$ cat src/hw/rtl/nfia_pkg.sv
package nfia_pkg;

   // Sizing
   localparam int NUM_IDS_DEFAULT = 4096;
   localparam int ID_W            = 16;
   localparam int WORD_W          = 32;
   localparam int BIT_W           = 5;
   localparam int WIDE_W          = ID_W + 1;

   localparam logic [ID_W-1:0] ID_BASE_RESET = 16'd300;

   // Request kinds
   localparam logic OP_ALLOC   = 1'b0;
   localparam logic OP_RELEASE = 1'b1;

   typedef enum logic [1:0] {
      STATUS_OK       = 2'd0,
      STATUS_FULL     = 2'd1,
      STATUS_RANGE    = 2'd2,
      STATUS_NOT_USED = 2'd3
   } status_type;

   // Commands from the controller to the datapath
   typedef struct packed {
      logic clr_write;
      logic load_req;
      logic res_full;
      logic scan_start;
      logic rd_rel;
      logic alloc_step;
      logic res_range;
      logic rel_step;
      logic post;
   } cmd_type;

   // Status from the datapath to the controller
   typedef struct packed {
      logic clr_last;
      logic op_release;
      logic full;
      logic range_bad;
      logic found;
   } stat_type;

   typedef struct packed {
      logic             found;
      logic [BIT_W-1:0] idx;
   } hit_type;

   // Lowest set bit of a map word
   function automatic hit_type first_free(input logic [WORD_W-1:0] avail);
      hit_type hit;
      hit = '0;
      for (int i = WORD_W - 1; i >= 0; i--) begin
         if (avail[i]) begin
            hit.found = 1'b1;
            hit.idx   = BIT_W'(i);
         end
      end
      return hit;
   endfunction

endpackage

$ cat src/hw/rtl/nfia_ctrl.sv
module nfia_ctrl (
   input  logic               clock,
   input  logic               reset,
   input  logic               req_valid,
   output logic               req_ready,
   output logic               rsp_valid,
   input  logic               rsp_ready,
   input  nfia_pkg::stat_type stat,
   output nfia_pkg::cmd_type  cmd
);
   import nfia_pkg::*;

   typedef enum logic [2:0] {
      ST_CLEAR,
      ST_IDLE,
      ST_DECODE,
      ST_ALLOC_RD,
      ST_ALLOC_CHK,
      ST_REL_CHK,
      ST_REL_UPD,
      ST_POST
   } state_type;

   state_type state_ff, state_in;
   logic      rsp_valid_ff, rsp_valid_in;

   // Sequence one item at a time
   always_comb begin
      state_in     = state_ff;
      rsp_valid_in = rsp_valid_ff && !rsp_ready;
      cmd          = '0;
      case (state_ff)
         ST_CLEAR: begin
            cmd.clr_write = 1'b1;
            if (stat.clr_last) state_in = ST_IDLE;
         end
         ST_IDLE: begin
            if (req_valid) begin
               cmd.load_req = 1'b1;
               state_in     = ST_DECODE;
            end
         end
         ST_DECODE: begin
            if (stat.op_release) begin
               state_in = ST_REL_CHK;
            end else if (stat.full) begin
               cmd.res_full = 1'b1;
               state_in     = ST_POST;
            end else begin
               cmd.scan_start = 1'b1;
               state_in       = ST_ALLOC_RD;
            end
         end
         ST_ALLOC_RD: begin
            state_in = ST_ALLOC_CHK;
         end
         ST_ALLOC_CHK: begin
            cmd.alloc_step = 1'b1;
            state_in       = stat.found ? ST_POST : ST_ALLOC_RD;
         end
         ST_REL_CHK: begin
            if (stat.range_bad) begin
               cmd.res_range = 1'b1;
               state_in      = ST_POST;
            end else begin
               cmd.rd_rel = 1'b1;
               state_in   = ST_REL_UPD;
            end
         end
         ST_REL_UPD: begin
            cmd.rel_step = 1'b1;
            state_in     = ST_POST;
         end
         ST_POST: begin
            if (!rsp_valid_ff || rsp_ready) begin
               cmd.post     = 1'b1;
               rsp_valid_in = 1'b1;
               state_in     = ST_IDLE;
            end
         end
         default: begin
            state_in = ST_CLEAR;
         end
      endcase
   end

   always_ff @(posedge clock) begin
      if (reset) begin
         state_ff     <= ST_CLEAR;
         rsp_valid_ff <= 1'b0;
      end else begin
         state_ff     <= state_in;
         rsp_valid_ff <= rsp_valid_in;
      end
   end

   assign req_ready = (state_ff == ST_IDLE);
   assign rsp_valid = rsp_valid_ff;

endmodule

$ cat config.mk
export PLATFORM = sky130hd
export DESIGN_NAME = nfia_ctrl
export DESIGN_NICKNAME = d
export VERILOG_FILES = /design/src/hw/rtl/nfia_pkg.sv /design/src/hw/rtl/nfia_ctrl.sv
export SDC_FILE = /design/constraint.sdc
export NUM_CORES = 1
export LEC_CHECK = 0
export BUFFER_PORTS_ARGS = -buffer_cell sky130_fd_sc_hd__buf_2
export CAP_MARGIN = 20
export CELL_PAD_IN_SITES_DETAIL_PLACEMENT = 0
export CELL_PAD_IN_SITES_GLOBAL_PLACEMENT = 1
export CORE_AREA = 5 5 42 44
export DETAILED_ROUTE_END_ITERATION = 12
export DIE_AREA = 0 0 47 49
export GPL_ROUTABILITY_DRIVEN = 0
export GPL_TIMING_DRIVEN = 0
export HOLD_SLACK_MARGIN = 0.03
export PLACE_DENSITY = 0.65
export SETUP_SLACK_MARGIN = 0.2
export SLEW_MARGIN = 10
export SYNTH_ARGS = -nofsm -noshare
export SYNTH_HDL_FRONTEND = slang
export SYNTH_SLANG_ARGS = --single-unit
$ cat constraint.sdc
create_clock -name clock -period 1.37 [get_ports clock]
set_input_delay 0 -clock clock [delete_from_list [all_inputs] [get_ports clock]]
set_output_delay 0 -clock clock [all_outputs]
set_load 0.02 [all_outputs]
**Word-level counts from Yosys, hierarchy flattened**

Index checks and enable logic that the tools add are counted.

- Register bits: 4
- Input bits: 9

- Equal/unequal tests: 10
- Multiplexer cells: 25
- Reductions and logical operators: 6

Operator list:

| kind | number |
|---|---|
| $pmux 3 s8 | 1 |
| $mux 3 | 6 |
| $mux 1 | 16 |
| $eq 3x3->1 const B | 4 |
| $eq 3x2->1 const B | 2 |
| $ne 2x2->1 const B | 3 |
| $mux 2 | 2 |
| $eq 3x1->1 const B | 1 |
| $logic_not 3->1 | 1 |
| $reduce_and 3->1 | 1 |
| $logic_not 1->1 | 2 |
| $logic_and 1x1->1 | 1 |
| $logic_or 1x1->1 | 1 |

**Depth between registers and ports, before layout**

- Depth after elaboration: 4
- Mapped depth: 4
- Mapped depth without buffers: 3

**Worst setup path after synthesis**

Ideal clock, no wire load.

- Path type: register to output
- From: register state_ff[1]
- To: output port cmd[7] in the netlist's numbering
- Data arrival time: 1365 ps
- Required time: 1370 ps
- Setup slack: 5 ps
- Cell stages (with the launch flop): 4
- Path buffers: 1
- Path through: dfxtp_1 buf_2 nor3b_1 and2_1

RTL lines:

| element | line | text |
|---|---|---|
| start: declaration | nfia_ctrl.sv:24 | `state_type state_ff, state_in;` |
| start signal: assignment | nfia_ctrl.sv:92 | `state_ff <= state_in;` |
| end: declaration | nfia_ctrl.sv:9 | `output nfia_pkg::cmd_type cmd` |

==> impl_metrics.toml <==
[floorplan]
start_util_pct = 20.45
die_w_um = 47
die_h_um = 49
die_area_um2 = 2303
pin_count = 20
rows = 14
core-area_um2 = 1401

[setup_path]
cp_slowest_cell = "dfxtp_2"
critPathRequiredTime_ps = 1370
cp-start-kind = "flop"
critPathBufInv = 2
reg2reg_to = "state_ff[0]"
cp_max_fo = 10
cp_data_arrival_time_ps = 1190
endpoint_kind = "primary output"
cpPeakStageDelay_ps = 330
reg2reg_depth = 4
rrSetupSlack_ps = 280
worstSetupPathType = "reg2out"
r2r-start = "state_ff[2]"
crit_chain = "buf_6 > nor3b_2 > and2_1 > buf_4"
cp_top_family = "simple AND/OR/NAND/NOR gates"

[logic_synthesis]
yosysTopAreaCellShare_pct = 27.95
syn_inst = 40
syn_area_um2 = 286.5
syn_avg_cell_area_um2 = 7.163
yosysUniqueCellTypes = 20
synthTopCellsByArea = "dfxtp_1 28%, nor2_1 10%, nor2b_1 8.7%, nand2_1 6.6%, a2111oi_2 5.2%"
synth_area_leader_cell = "dfxtp_1"
ys_ff_latch = 4
synthArstFlopShare_pct = 0
yosys-top-cells-count = "8 x nor2_1, 5 x nand2_1, 4 x dfxtp_1, 4 x nor2b_1"
synth_edf_count = 0
synth.most_common_cell = "nor2_1"
yosysSeqAreaShare_pct = 27.95
ys.flop_type = "dfxtp_1"
synth_fp_nets = 49
yosysWarnings = 0

[clock_tree]
cts_buffers = 3
path_clk_slew_ps = 40
htree_levels = 1
root_buffer = "clkbuf_4"
clock_path_buffers = 2
clock-sinks = 4
clkLatencyLatePin_ps = 240
cts_tree = "yes"

[pwr]
p_switching_mw = 0.1448
p_comb_share_pct = 34.6
power_density_nw_per_um2 = 879.0
power_mw = 0.4421
peakVddDrop_mv = 0.6344
p_leak_nw = 0.2457
internal_power_mw = 0.2974
netSwitchingFraction_pct = 32.74
pwr-share-seq_pct = 31.6
pwr-share-clk_pct = 33.8

[layout]
synthToLayoutAreaGrowth_pct = 75.55
final_layout_size_suffix_gt1_share_pct = 54.55
fin_nets = 77
diodes = 0
fill_cells = 151

[global_routing]
grt_pass1_vias = 325
overflow = 0
grt_max_degree = 11
grt_first_pass_wirelength_mm = 1.407
grt_antenna_before_repair = 0
grtUsageTotal_pct = 8.668

[timing]
rsz0062_at_grt = "true"
finalMaxSlewViolations = 0
fin_crit_sh_pct = 86.97
hold_violations = 0
final.min_clock_period_ps = 1191
tightest_slew_ps = 292.5
setup_viol = 0
max_freq_mhz = 839.3
tns_ps = 0
maxSlewHeadroom_pct = 80.32
fin_worst_skew_ps = 4.442

[drt]
route.detailed.drc = 0
wl_met3_um = 92
routed-wl-met2_um = 432
drtAntennaViolNets = 0
first_iter_violations = 5
wirelength_met1_um = 364
routed_wl_um = 888
first_pass_iters = 4
top_layer_used = "met3"
via_per_inst = 4.354
vias = 357
wl_per_cell_um = 10.83

[worst_hold_path]
hp-class = "in2reg"
min_from = "stat[2]"
hold_end = "state_ff[2]"
hold-path-cell-count = 3

[place]
portBuffers = 19

[job]
max_cap_violations = 0

[run_status]
outcome = "completed"
[layout make-up]
cell class              count  area [um^2]  area share [%]
multi-input cells          32        202.7           40.30
inverters                   1        3.754          0.7463
well taps                  16        20.02           3.980
clock buffers               3        22.52           4.478
plain buffers               3        30.03           5.970
repair buffers             23        140.1           27.86
flip-flops and latches      4        83.83           16.67
[state kept, by name, indices dropped and copies added, names as in the netlist]
register   count
state_ff       3
rsp_valid      1
[cell families (layout without fill, tap and decap cells)]
| group | count (synthesis) | in the layout | share of synthesized area, % |
|---|---|---|---|
| AND/OR/NAND/NOR | 26 | 26 | 46.29 |
| flip-flops | 4 | 4 | 27.95 |
| buffers and inverters | 4 | 30 | 8.732 |
| AO/OA/AOI/OAI | 6 | 6 | 17.03 |
[what timing repair did]
action                                  CTS  global route
setup buffers                             1             0
endpoints found under the hold margin     4             0
pin swaps                                 2             1
resized for setup                        12             2
endpoints found under the setup margin    6             9
gates cloned                              1             0
hold buffers                              2             0
[layout by cell type, fill, tap and decap left out, drive strengths merged, types with 2 or more instances in the layout]
master | netlist | layout
dlygate4sd3 | 0 | 2
nor2 | 8 | 8
nor3 | 3 | 3
o21ai | 2 | 2
dfxtp | 4 | 4
nand2 | 5 | 5
buf | 3 | 24
clkbuf | 0 | 3
nor2b | 4 | 4
[metrics by stage]
step                cells  cell area, um^2  hold WS [ps]  utilization (%)  setup slack [ps]
detailed placement     75            409.1         245.2            29.20             291.1
global placement       75            409.1         241.5            29.20             310.5
CTS                    82            499.2         56.88            35.63             192.2
finish                 82            503.0         53.70            35.89             178.5
floorplan              40            294.0         68.86                -             209.1
global route           82            503.0         60.08            35.89             105.8
[worst max-delay path by stage]
stage,startpoint,end,slack (ps),depth (start not counted)
after floorplan,rsp_valid,state_ff[2],210,3
after detailed placement,state_ff[2],cmd[6],290,5
after global routing,state_ff[2],cmd[6],110,5
final,state_ff[1],cmd[7],180,4
after global placement,state_ff[2],cmd[6],310,5
after CTS,state_ff[1],cmd[7],190,4
[worst register-to-register path: cells and delay by family, from the launching register on]
family / cells / cell delay [ps]
flops: 1 / 320
buf+inv: 2 / 270
simple gates: 2 / 380
[per-layer routing]
metal	global-route usage [%]	up-vias
met3	5.535	0
met2	13.12	16
li1	-	190
met5	0	-
met4	2.765	0
met1	9.692	151
[power by group through the flow]
stage | clock network (mW) | logic, mW | registers (mW)
detailed placement | 0 | 0.130 | 0.136
floorplan | 0 | 0.0877 | 0.134
global placement | 0 | 0.128 | 0.137
finish | 0.149 | 0.153 | 0.140
CTS | 0.151 | 0.151 | 0.139
global route | 0.171 | 0.167 | 0.142
Note: power is estimated with default switching activity, not from simulation.
