`src/hw/rtl/nfia_pkg.sv`:
```
package nfia_pkg;

   // Sizing
   localparam int NUM_IDS_DEFAULT = 4096;
   localparam int ID_W            = 16;
   localparam int WORD_W          = 32;
   localparam int BIT_W           = 5;
   localparam int WIDE_W          = ID_W + 1;

   localparam logic [ID_W-1:0] ID_BASE_RESET = 16'd300;

   // Request kinds
   localparam logic OP_ALLOC   = 1'b0;
   localparam logic OP_RELEASE = 1'b1;

   typedef enum logic [1:0] {
      STATUS_OK       = 2'd0,
      STATUS_FULL     = 2'd1,
      STATUS_RANGE    = 2'd2,
      STATUS_NOT_USED = 2'd3
   } status_type;

   // Commands from the controller to the datapath
   typedef struct packed {
      logic clr_write;
      logic load_req;
      logic res_full;
      logic scan_start;
      logic rd_rel;
      logic alloc_step;
      logic res_range;
      logic rel_step;
      logic post;
   } cmd_type;

   // Status from the datapath to the controller
   typedef struct packed {
      logic clr_last;
      logic op_release;
      logic full;
      logic range_bad;
      logic found;
   } stat_type;

   typedef struct packed {
      logic             found;
      logic [BIT_W-1:0] idx;
   } hit_type;

   // Lowest set bit of a map word
   function automatic hit_type first_free(input logic [WORD_W-1:0] avail);
      hit_type hit;
      hit = '0;
      for (int i = WORD_W - 1; i >= 0; i--) begin
         if (avail[i]) begin
            hit.found = 1'b1;
            hit.idx   = BIT_W'(i);
         end
      end
      return hit;
   endfunction

endpackage

```
`src/hw/rtl/nfia_dpath.sv`:
```
module nfia_dpath #(
   parameter int NUM_IDS = nfia_pkg::NUM_IDS_DEFAULT
) (
   input  logic                           clock,
   input  logic                           reset,
   input  nfia_pkg::cmd_type              cmd,
   output nfia_pkg::stat_type             stat,
   input  logic                           req_op,
   input  logic [nfia_pkg::ID_W-1:0]      req_release_id,
   input  logic                           csr_valid,
   output logic                           csr_ready,
   input  logic [nfia_pkg::ID_W-1:0]      csr_id_base,
   output nfia_pkg::status_type           rsp_status,
   output logic [nfia_pkg::ID_W-1:0]      rsp_granted_id
);
   import nfia_pkg::*;

   localparam int NUM_WORDS = (NUM_IDS + WORD_W - 1) / WORD_W;
   localparam int WADDR_W   = (NUM_WORDS > 1) ? $clog2(NUM_WORDS) : 1;
   localparam int IDX_W     = $clog2(NUM_IDS);
   localparam int CNT_W     = $clog2(NUM_IDS + 1);
   localparam int LAST_BITS = NUM_IDS - (NUM_WORDS - 1) * WORD_W;

   localparam logic [WADDR_W-1:0] LAST_WORD    = WADDR_W'(NUM_WORDS - 1);
   localparam logic [WORD_W-1:0]  LAST_MASK    =
      (LAST_BITS == WORD_W) ? '1 : WORD_W'((64'd1 << LAST_BITS) - 64'd1);
   localparam logic [WIDE_W-1:0]  NUM_IDS_WIDE = WIDE_W'(NUM_IDS);
   localparam logic [WIDE_W-1:0]  LAST_IDX     = WIDE_W'(NUM_IDS - 1);
   localparam logic [CNT_W-1:0]   CNT_RESET    = CNT_W'(NUM_IDS);

   // Use map, one bit per entry, packed into words
   logic [WORD_W-1:0] map_mem [NUM_WORDS];

   logic [WADDR_W-1:0] clr_addr_ff, clr_addr_in;
   logic               req_op_ff, req_op_in;
   logic [ID_W-1:0]    req_id_ff, req_id_in;
   logic [ID_W-1:0]    id_base_ff, id_base_in;
   logic [IDX_W-1:0]   search_pos_ff, search_pos_in;
   logic [CNT_W-1:0]   free_count_ff, free_count_in;
   logic [WADDR_W-1:0] scan_addr_ff, scan_addr_in;
   logic               scan_first_ff, scan_first_in;
   logic [WORD_W-1:0]  rd_data_ff;
   status_type         res_status_ff, res_status_in;
   logic [ID_W-1:0]    res_id_ff, res_id_in;
   status_type         rsp_status_ff, rsp_status_in;
   logic [ID_W-1:0]    rsp_id_ff, rsp_id_in;

   logic [WIDE_W-1:0]  pos_wide;
   logic [WADDR_W-1:0] start_word;
   logic [BIT_W-1:0]   start_bit;
   logic [WIDE_W-1:0]  rel_diff;
   logic               range_bad;
   logic [WADDR_W-1:0] rel_word;
   logic [BIT_W-1:0]   rel_bit;
   logic [WORD_W-1:0]  avail;
   hit_type            hit;
   logic [WIDE_W-1:0]  found_wide;
   logic [IDX_W-1:0]   next_pos;
   logic               bit_used;
   logic [WADDR_W-1:0] rd_addr;
   logic               wr_en;
   logic [WADDR_W-1:0] wr_addr;
   logic [WORD_W-1:0]  wr_data;

   // Split search position and release index into word and bit
   assign pos_wide   = WIDE_W'(search_pos_ff);
   assign start_word = pos_wide[BIT_W +: WADDR_W];
   assign start_bit  = pos_wide[BIT_W-1:0];

   assign rel_diff  = {1'b0, req_id_ff} - {1'b0, id_base_ff};
   assign range_bad = rel_diff[WIDE_W-1] || (rel_diff >= NUM_IDS_WIDE);
   assign rel_word  = rel_diff[BIT_W +: WADDR_W];
   assign rel_bit   = rel_diff[BIT_W-1:0];
   assign bit_used  = rd_data_ff[rel_bit];

   // Free entries in the word just read: skip below the start on the first
   // visit, and past the end of the map in the last word
   assign avail = ~rd_data_ff
                  & (scan_first_ff ? ({WORD_W{1'b1}} << start_bit) : {WORD_W{1'b1}})
                  & ((scan_addr_ff == LAST_WORD) ? LAST_MASK : {WORD_W{1'b1}});
   assign hit        = first_free(avail);
   assign found_wide = (WIDE_W'(scan_addr_ff) << BIT_W) | WIDE_W'(hit.idx);
   assign next_pos   = (found_wide == LAST_IDX) ? '0 : IDX_W'(found_wide + WIDE_W'(1));

   assign rd_addr = cmd.rd_rel ? rel_word : scan_addr_ff;

   // Select the one write into the map
   always_comb begin
      wr_en   = 1'b0;
      wr_addr = clr_addr_ff;
      wr_data = '0;
      if (cmd.clr_write) begin
         wr_en = 1'b1;
      end else if (cmd.alloc_step && hit.found) begin
         wr_en   = 1'b1;
         wr_addr = scan_addr_ff;
         wr_data = rd_data_ff | (WORD_W'(1) << hit.idx);
      end else if (cmd.rel_step && bit_used) begin
         wr_en   = 1'b1;
         wr_addr = rel_word;
         wr_data = rd_data_ff & ~(WORD_W'(1) << rel_bit);
      end
   end

   always_ff @(posedge clock) begin
      if (wr_en) map_mem[wr_addr] <= wr_data;
      rd_data_ff <= map_mem[rd_addr];
   end

   // Next values of the datapath registers
   always_comb begin
      clr_addr_in   = clr_addr_ff;
      req_op_in     = req_op_ff;
      req_id_in     = req_id_ff;
      id_base_in    = id_base_ff;
      search_pos_in = search_pos_ff;
      free_count_in = free_count_ff;
      scan_addr_in  = scan_addr_ff;
      scan_first_in = scan_first_ff;
      res_status_in = res_status_ff;
      res_id_in     = res_id_ff;
      rsp_status_in = rsp_status_ff;
      rsp_id_in     = rsp_id_ff;

      if (cmd.clr_write) clr_addr_in = clr_addr_ff + WADDR_W'(1);
      if (csr_valid) id_base_in = csr_id_base;
      if (cmd.load_req) begin
         req_op_in = req_op;
         req_id_in = req_release_id;
      end
      if (cmd.res_full) begin
         res_status_in = STATUS_FULL;
         res_id_in     = '0;
      end
      if (cmd.res_range) begin
         res_status_in = STATUS_RANGE;
         res_id_in     = '0;
      end
      if (cmd.scan_start) begin
         scan_addr_in  = start_word;
         scan_first_in = 1'b1;
      end
      if (cmd.alloc_step) begin
         if (hit.found) begin
            search_pos_in = next_pos;
            free_count_in = free_count_ff - CNT_W'(1);
            res_status_in = STATUS_OK;
            res_id_in     = id_base_ff + ID_W'(found_wide);
         end else begin
            scan_addr_in  = (scan_addr_ff == LAST_WORD) ? '0 : scan_addr_ff + WADDR_W'(1);
            scan_first_in = 1'b0;
         end
      end
      if (cmd.rel_step) begin
         res_id_in = '0;
         if (bit_used) begin
            free_count_in = free_count_ff + CNT_W'(1);
            res_status_in = STATUS_OK;
         end else begin
            res_status_in = STATUS_NOT_USED;
         end
      end
      if (cmd.post) begin
         rsp_status_in = res_status_ff;
         rsp_id_in     = res_id_ff;
      end
   end

   always_ff @(posedge clock) begin
      if (reset) begin
         clr_addr_ff   <= '0;
         id_base_ff    <= ID_BASE_RESET;
         search_pos_ff <= '0;
         free_count_ff <= CNT_RESET;
      end else begin
         clr_addr_ff   <= clr_addr_in;
         id_base_ff    <= id_base_in;
         search_pos_ff <= search_pos_in;
         free_count_ff <= free_count_in;
      end
      req_op_ff     <= req_op_in;
      req_id_ff     <= req_id_in;
      scan_addr_ff  <= scan_addr_in;
      scan_first_ff <= scan_first_in;
      res_status_ff <= res_status_in;
      res_id_ff     <= res_id_in;
      rsp_status_ff <= rsp_status_in;
      rsp_id_ff     <= rsp_id_in;
   end

   assign stat.clr_last   = (clr_addr_ff == LAST_WORD);
   assign stat.op_release = (req_op_ff == OP_RELEASE);
   assign stat.full       = (free_count_ff == '0);
   assign stat.range_bad  = range_bad;
   assign stat.found      = hit.found;

   assign csr_ready      = 1'b1;
   assign rsp_status     = rsp_status_ff;
   assign rsp_granted_id = rsp_id_ff;

endmodule

```
`config.mk`:
```
export PLATFORM = sky130hd
export DESIGN_NAME = nfia_dpath
export DESIGN_NICKNAME = d
export VERILOG_FILES = /design/src/hw/rtl/nfia_pkg.sv /design/src/hw/rtl/nfia_dpath.sv
export SDC_FILE = /design/constraint.sdc
export NUM_CORES = 2
export LEC_CHECK = 0
export BUFFER_PORTS_ARGS = -buffer_cell sky130_fd_sc_hd__buf_2
export CORE_UTILIZATION = 40
export DETAILED_ROUTE_END_ITERATION = 12
export PLACE_DENSITY = 0.52
export SYNTH_ARGS = -nofsm -noshare
export SYNTH_HDL_FRONTEND = slang
export SYNTH_SLANG_ARGS = --single-unit
```
`constraint.sdc`:
```
create_clock -name clock -period 15.4 [get_ports clock]
set_input_delay 0.77 -clock clock [delete_from_list [all_inputs] [get_ports clock]]
set_output_delay 0.77 -clock clock [all_outputs]
set_load 0.01 [all_outputs]
```
=== Word level (Yosys, flattened, before mapping) ===
Memory sizes are Yosys's and may differ from the RTL's. A register that Yosys moved wholly into a read port is not among the register bits.
Cells that the tools add are included.

* Add/subtract/negate cells: 7
* Magnitude comparators: 2
* Equal/unequal tests: 3
* Shift-type cells: 3
* Muxes and demuxes: 69
* Bitwise operators: 6
* Reduce and logical (&&, ||, !) cells: 5

{| class="wikitable"
|+ Operator list
! operator !! count
|-
| 6-bit two-way mux || 32
|-
| 32-bit two-way mux || 4
|-
| 32-bit AND || 2
|-
| 16-bit two-way mux || 4
|-
| 32-bit inverter || 2
|-
| 1-bit by 5-bit left shift with 32-bit output (first input constant) || 2
|-
| 7-bit two-way mux || 8
|-
| 13-bit two-way mux || 4
|-
| 32-bit OR || 1
|-
| 32-bit by 5-bit left shift with 32-bit output (first input constant) || 1
|-
| 17-bit by 13-bit greater-or-equal comparator with 1-bit output (second input constant) || 1
|-
| 16-bit by 16-bit subtractor with 17-bit output || 1
|-
| 16-bit by 12-bit adder with 16-bit output || 1
|-
| 7-bit by 1-bit adder with 7-bit output (second input constant) || 2
|-
| 7-bit equality test (second input constant) || 2
|-
| 13-bit by 1-bit adder with 13-bit output (second input constant) || 1
|-
| 13-bit zero test || 1
|-
| 13-bit by 1-bit subtractor with 13-bit output (second input constant) || 1
|-
| 12-bit by 1-bit adder with 12-bit output (second input constant) || 1
|-
| 12-bit equality test (second input constant) || 1
|-
| 12-bit two-way mux || 1
|-
| 2-bit two-way mux || 6
|-
| 12-bit by 5-bit OR with 12-bit output || 1
|-
| 1-bit two-way mux || 9
|-
| 5 further kinds || 6
|}

* Register bits: 109
* RAM bits: 4096
* Bits of input ports: 45
* Word-level logic and storage cells: 108
* Memories kept: 1

{| class="wikitable"
|+ Memories
! name !! words !! width !! read ports !! clocked after Yosys merged registers in !! write ports !! RTL line !! source
|-
| map_mem || 128 || 32 || 1 || 1 || 1 || nfia_dpath.sv:32 || <nowiki>logic [WORD_W-1:0] map_mem [NUM_WORDS];</nowiki>
|}

=== Depth between registers and ports, before layout ===
* Word-level depth: 40
* Depth in mapped cells: 23
* Depth with buffers taken out: 20

=== Least setup slack after synthesis ===
OpenSTA, ideal clock, no wires.

* Path kind: reg2reg
* Start: reg search_pos_ff[1]
* End: mem map_mem[0][7] (data pin)
* Setup time: 0.889 ns
* Arrival: 6.361 ns
* Path slack: 8.150 ns
* Cell stages (with the launch flop): 16
* Buffers on the path: 3
* Clock period less this slack: 7.250 ns
* Cells stage by stage: dfxtp_1 buf_2 buf_2 buf_2 a31o_2 a211oi_1 o21ai_0 a211oi_1 o311ai_0 a311o_1 nand2_1 and3_1 ha_1 ha_1 nand2_1 a21oi_1

* Longest elaborated chain between the ends: 39
* Elaborated cells between the ends (all ways): 40
* Those cells by class: shift: 2; mux: 35; bitwise: 2; reduce/logical: 1

{| class="wikitable"
|+ Ends and longest elaborated chain
! what !! RTL line !! source
|-
| start, declared || nfia_dpath.sv:38 || <nowiki>logic [IDX_W-1:0] search_pos_ff, search_pos_in;</nowiki>
|-
| start signal, assigned || nfia_dpath.sv:178 || <nowiki>search_pos_ff <= search_pos_in;</nowiki>
|-
| 32-bit by 5-bit left shift with 32-bit output (*) || nfia_dpath.sv:79 || <nowiki>& (scan_first_ff ? ({WORD_W{1'b1}} << start_bit) : {WORD_W{1'b1}})</nowiki>
|-
| 32-bit two-way mux (*) || nfia_dpath.sv:79 ||
|-
| 32-bit AND (*) || nfia_dpath.sv:79 ||
|-
| 6-bit two-way mux (31 in a row) || nfia_pkg.sv:55 || <nowiki>if (avail[i]) begin</nowiki>
|-
| 6-bit two-way mux (*) || nfia_pkg.sv:55 ||
|-
| 1-bit by 5-bit left shift with 32-bit output || nfia_dpath.sv:97 || <nowiki>wr_data = rd_data_ff | (WORD_W'(1) << hit.idx);</nowiki>
|-
| 32-bit OR || nfia_dpath.sv:97 ||
|-
| 32-bit two-way mux (*) || nfia_dpath.sv:94 || <nowiki>end else if (cmd.alloc_step && hit.found) begin</nowiki>
|-
| 32-bit two-way mux (*) || nfia_dpath.sv:92 || <nowiki>if (cmd.clr_write) begin</nowiki>
|-
| net wr_data[7] || nfia_dpath.sv:63 || <nowiki>logic [WORD_W-1:0] wr_data;</nowiki>
|-
| end, declared || nfia_dpath.sv:32 ||
|}

The timed path passes the listed nets; every way through them passes the cells marked *.

=== Worst setup path in the final report ===
* Start: reg req_id_ff[5]
* End: reg rd_data_ff[18] (read register of map_mem)

* Longest elaborated chain between the ends: 2

{| class="wikitable"
|+ Ends and longest elaborated chain
! what !! RTL line !! source
|-
| start, declared || nfia_dpath.sv:36 || <nowiki>logic [ID_W-1:0] req_id_ff, req_id_in;</nowiki>
|-
| start signal, assigned || nfia_dpath.sv:182 || <nowiki>req_id_ff <= req_id_in;</nowiki>
|-
| 16-bit by 16-bit subtractor with 17-bit output || nfia_dpath.sv:70 || <nowiki>assign rel_diff = {1'b0, req_id_ff} - {1'b0, id_base_ff};</nowiki>
|-
| 7-bit two-way mux || nfia_dpath.sv:85 || <nowiki>assign rd_addr = cmd.rd_rel ? rel_word : scan_addr_ff;</nowiki>
|-
| end, declared || nfia_dpath.sv:42 || <nowiki>logic [WORD_W-1:0] rd_data_ff;</nowiki>
|}

No other way between the ends.
A chain may end at the register's enable or synchronous reset.

==> qor.csv <==
stage,metric,value,unit
sta,fmax,132,MHz
setup_path,max_stage_delay,1370,ps
cts,numCtsBuffers,450,
setup_path,slowest_stage,a211oi_1,
power,power_density,149,nW/um^2
floorplan,coreArea,446000,sq um
setup_path,startpoint,req_id_ff[5],
global_routing,antenna_found_initial,72,
placed_design,gp_congestion,0.876,
cells_and_area,n_fill_cell,39441,
flow_run,drv_cap,7,
synthesis,yosys_warnings,0,
placed_design,dp_hpwl,352000,microns
floorplan,die_width,671,microns
floorplan,rows,245,
cts,htreeDepth,5,
sta,hold_violations,0,
route,detail-route-antenna-nets,0,
global_routing,gr-usage-all-layers,0.269,
cts,clk_path_buf_depth,4,
setup_path,path_buf_inv,4,
synthesis,synth_ff_type,edfxtp_1,
global_routing,grt_pass1_vias,115009,
route,num_vias,120592,
synthesis,syn-instance-count,13289,
setup_path,critical_path_arrival,8430,ps
worst_hold_path,hold_start,csr_id_base[4],
sta,fin_skew,101,ps
synthesis,syn-num-nets,13375,
route,via_per_inst,6.13,
sta,fin_setup_tns,0,ps
setup_path,worst_ep_required_time,16260,ps
power,vdd.ir_drop.worst,0.118,mV
synthesis,async_flop_share,0,
route,wl_per_cell,31.9,microns
power,pwr-share-seq,0.457,
cells_and_area,layout-drive-gt1-share,0.106,
sta,rsz0062_at_grt,no,
synthesis,ys_ff_latch,4237,
global_routing,grt_max_degree,165,
cts,cts-root-buf,clkbuf_16,
cts,worstSkewPairLatency,1040,ps
sta,relSlewSlack,-0.140,
power,p_int,21.0,mW
floorplan,io_pins,69,
synthesis,yosysTopAreaCell,edfxtp_1,
cts,cts_tree,built,
sta,setup_viol,0,
route,drt_pre_antenna_iters,6,
power,total_power,30.3,mW
route,wl,627000,microns
setup_path,path_cells,ha_1 > o21a_1 > o21ai_1 > a211oi_4 > buf_4 > a211o_4 > buf_12 > buf_4 > buf_4 > mux2i_1 > a211oi_1 > a211oi_1 > nand4_1 > or4_1,
floorplan,start_util,0.402,
route,drc,0,
sta,final_max_slew_viol_count,45,
setup_path,worstSetupStartpointType,flop,
cells_and_area,layout.nets,13352,
global_routing,overflow,0,
cts,cts_setup_buffers,0,
power,p_leak,68.7,nW
setup_path,path_class,reg2reg,
power,p_switching,9.35,mW
floorplan,fp.dieArea,451000,sq um
power,comb_power_share,0.195,
cts,cts.sinks,4237,
cts,cts_resized,0,
placed_design,portBuffers,67,
synthesis,yosysSeqAreaShare,0.704,
setup_path,crit_path_frequent_cell,buf_4,
synthesis,synth_common_cells,"edfxtp_1 (4131), nand2_1 (2526), mux2i_1 (1008), nand3_1 (1008), clkbuf_1 (664)",
synthesis,yosys-top-cells-area,"edfxtp_1 (69%), mux2i_1 (5.6%), nand2_1 (5.3%)",
synthesis,syn_area_per_cell,13.5,sq um
worst_hold_path,hp-class,in2reg,
synthesis,synth_edf_count,4131,
setup_path,critPathCaptureType,flop,
cells_and_area,area_delta_synth_final,13.3,%
power,p_sw_frac,0.309,
sta,period_share,0.492,
synthesis,syn_area,179000,sq um
power,pwr-share-clk,0.349,
run_status,status,"finished, violations left",
cts,cts.clk_slew.worst_paths,60,ps
synthesis,synth.top_cell.area_share,0.692,
sta,period_minus_slack,7580,ps
floorplan,fp.dieH,671,microns
setup_path,rr_startpoint,req_id_ff[5],
sta,tightest_slew,1700,ps
global_routing,grt_pass1_wl,876000,microns
route,drtIter0Drc,15802,
synthesis,yosysMostFrequentCell,edfxtp_1,
run_status,violations,"max-capacitance violations, max-slew violations",
cts,cts_hold_buffers,30,
synthesis,synth_cell_type_count,100,
setup_path,cp_top_family,compound AO/OA/AOI/OAI gates,
setup_path,cp_max_fo,131,
==> layout by cell type (no fill, tap or decap), drive strengths merged, types with 187 or more instances in the layout <==
master	netlist	routed
nand3	1008	1008
o22ai	318	318
a221oi	250	250
buf	329	487
nor2	283	283
clkinv	0	191
mux2i	1008	1008
edfxtp	4131	4131
a21oi	194	194
a22oi	187	187
and3	397	397
nand2	2526	2526
a211oi	268	268
clkbuf	665	590
==> stage by stage <==
stage	utilization	cells	cell area (sq um)	hold slack, ps	setup WS (ps)
after floorplan	-	13289	179000	408	8150
after global placement	0.422	18700	188000	424	6890
after detailed placement	0.422	18709	188000	425	7480
after CTS	0.455	19570	203000	0.119	7850
after global routing	0.455	19643	203000	74.6	7620
final	0.456	19663	203000	84.7	7820
==> worst reg2reg max path, stage by stage (launching register included) <==
cell      delay (ps)
edfxtp_1         370
ha_1             500
o21a_1           220
o21ai_1          150
a211oi_4         280
buf_4            430
a211o_4          690
buf_12           650
buf_4            780
buf_4            750
mux2i_1          290
a211oi_1          90
a211oi_1        1370
nand4_1          300
or4_1            550
==> kinds of logic (layout without fill, tap and decap cells) <==
| logic type | Yosys count | after routing | share of synthesized area |
|---|---|---|---|
| XOR/XNOR | 42 | 42 | 0.00209 |
| buffers and inverters | 1081 | 1437 | 0.0245 |
| AND/OR/NAND/NOR | 4808 | 4808 | 0.123 |
| adder cells (fa/ha/maj) | 42 | 42 | 0.00300 |
| flip-flops | 4237 | 4237 | 0.704 |
| AO/OA/AOI/OAI | 2024 | 2024 | 0.0842 |
| other | 1 | 91 | 0.0000209 |
| multiplexers | 1054 | 1054 | 0.0597 |
==> routing by layer <==
metal	share of wire	GRT usage	up-vias
met5	0.00031	0	-
met4	0.035	0.0958	30
met3	0.095	0.0548	948
met2	0.45	0.414	5808
met1	0.42	0.380	62479
li1	-	-	51327
==> power groups by stage <==
| stage | Sequential (mW) | Clock, mW | Combinational [mW] |
|---|---|---|---|
| floorplan | 14.0 | 0 | 3.06 |
| global placement | 14.1 | 0 | 5.72 |
| detailed placement | 14.1 | 0 | 5.80 |
| CTS | 13.8 | 10.7 | 5.83 |
| global route | 13.8 | 11.1 | 6.16 |
| finish | 13.8 | 10.6 | 5.90 |
==> final timing paths <==
kind | to | slack, ps | cells after the start
worst max-delay path | rd_data_ff[18] | 7820 | 14
worst min-delay path | id_base_ff[4] | 80 | 3
worst max register to register | rd_data_ff[18] | 7820 | 14
worst min register to register | rsp_granted_id[13] | 440 | 0
==> sequential cells by signal (all words and copies together) (netlist names), 7 cells and up <==
signal,count
clr_addr_ff,7
free_count_ff,13
id_base_ff,16
rd_data_ff,32
rsp_granted_id,16
req_id_ff,16
map_mem,4096
scan_addr_ff,7
res_id_ff,16
search_pos_ff,12
==> layout make-up <==
cell class	count	area (sq um)	share of cell area
diodes	90	225	0.00111
clock buffers	589	12000	0.0593
clock inverters	242	2110	0.0104
inverters	87	327	0.00161
multi-input cells	7971	50600	0.249
flip-flops and latches	4237	126000	0.621
well taps	5928	7420	0.0365
repair buffers	519	4110	0.0203
Power figures use the tool's default switching activity.
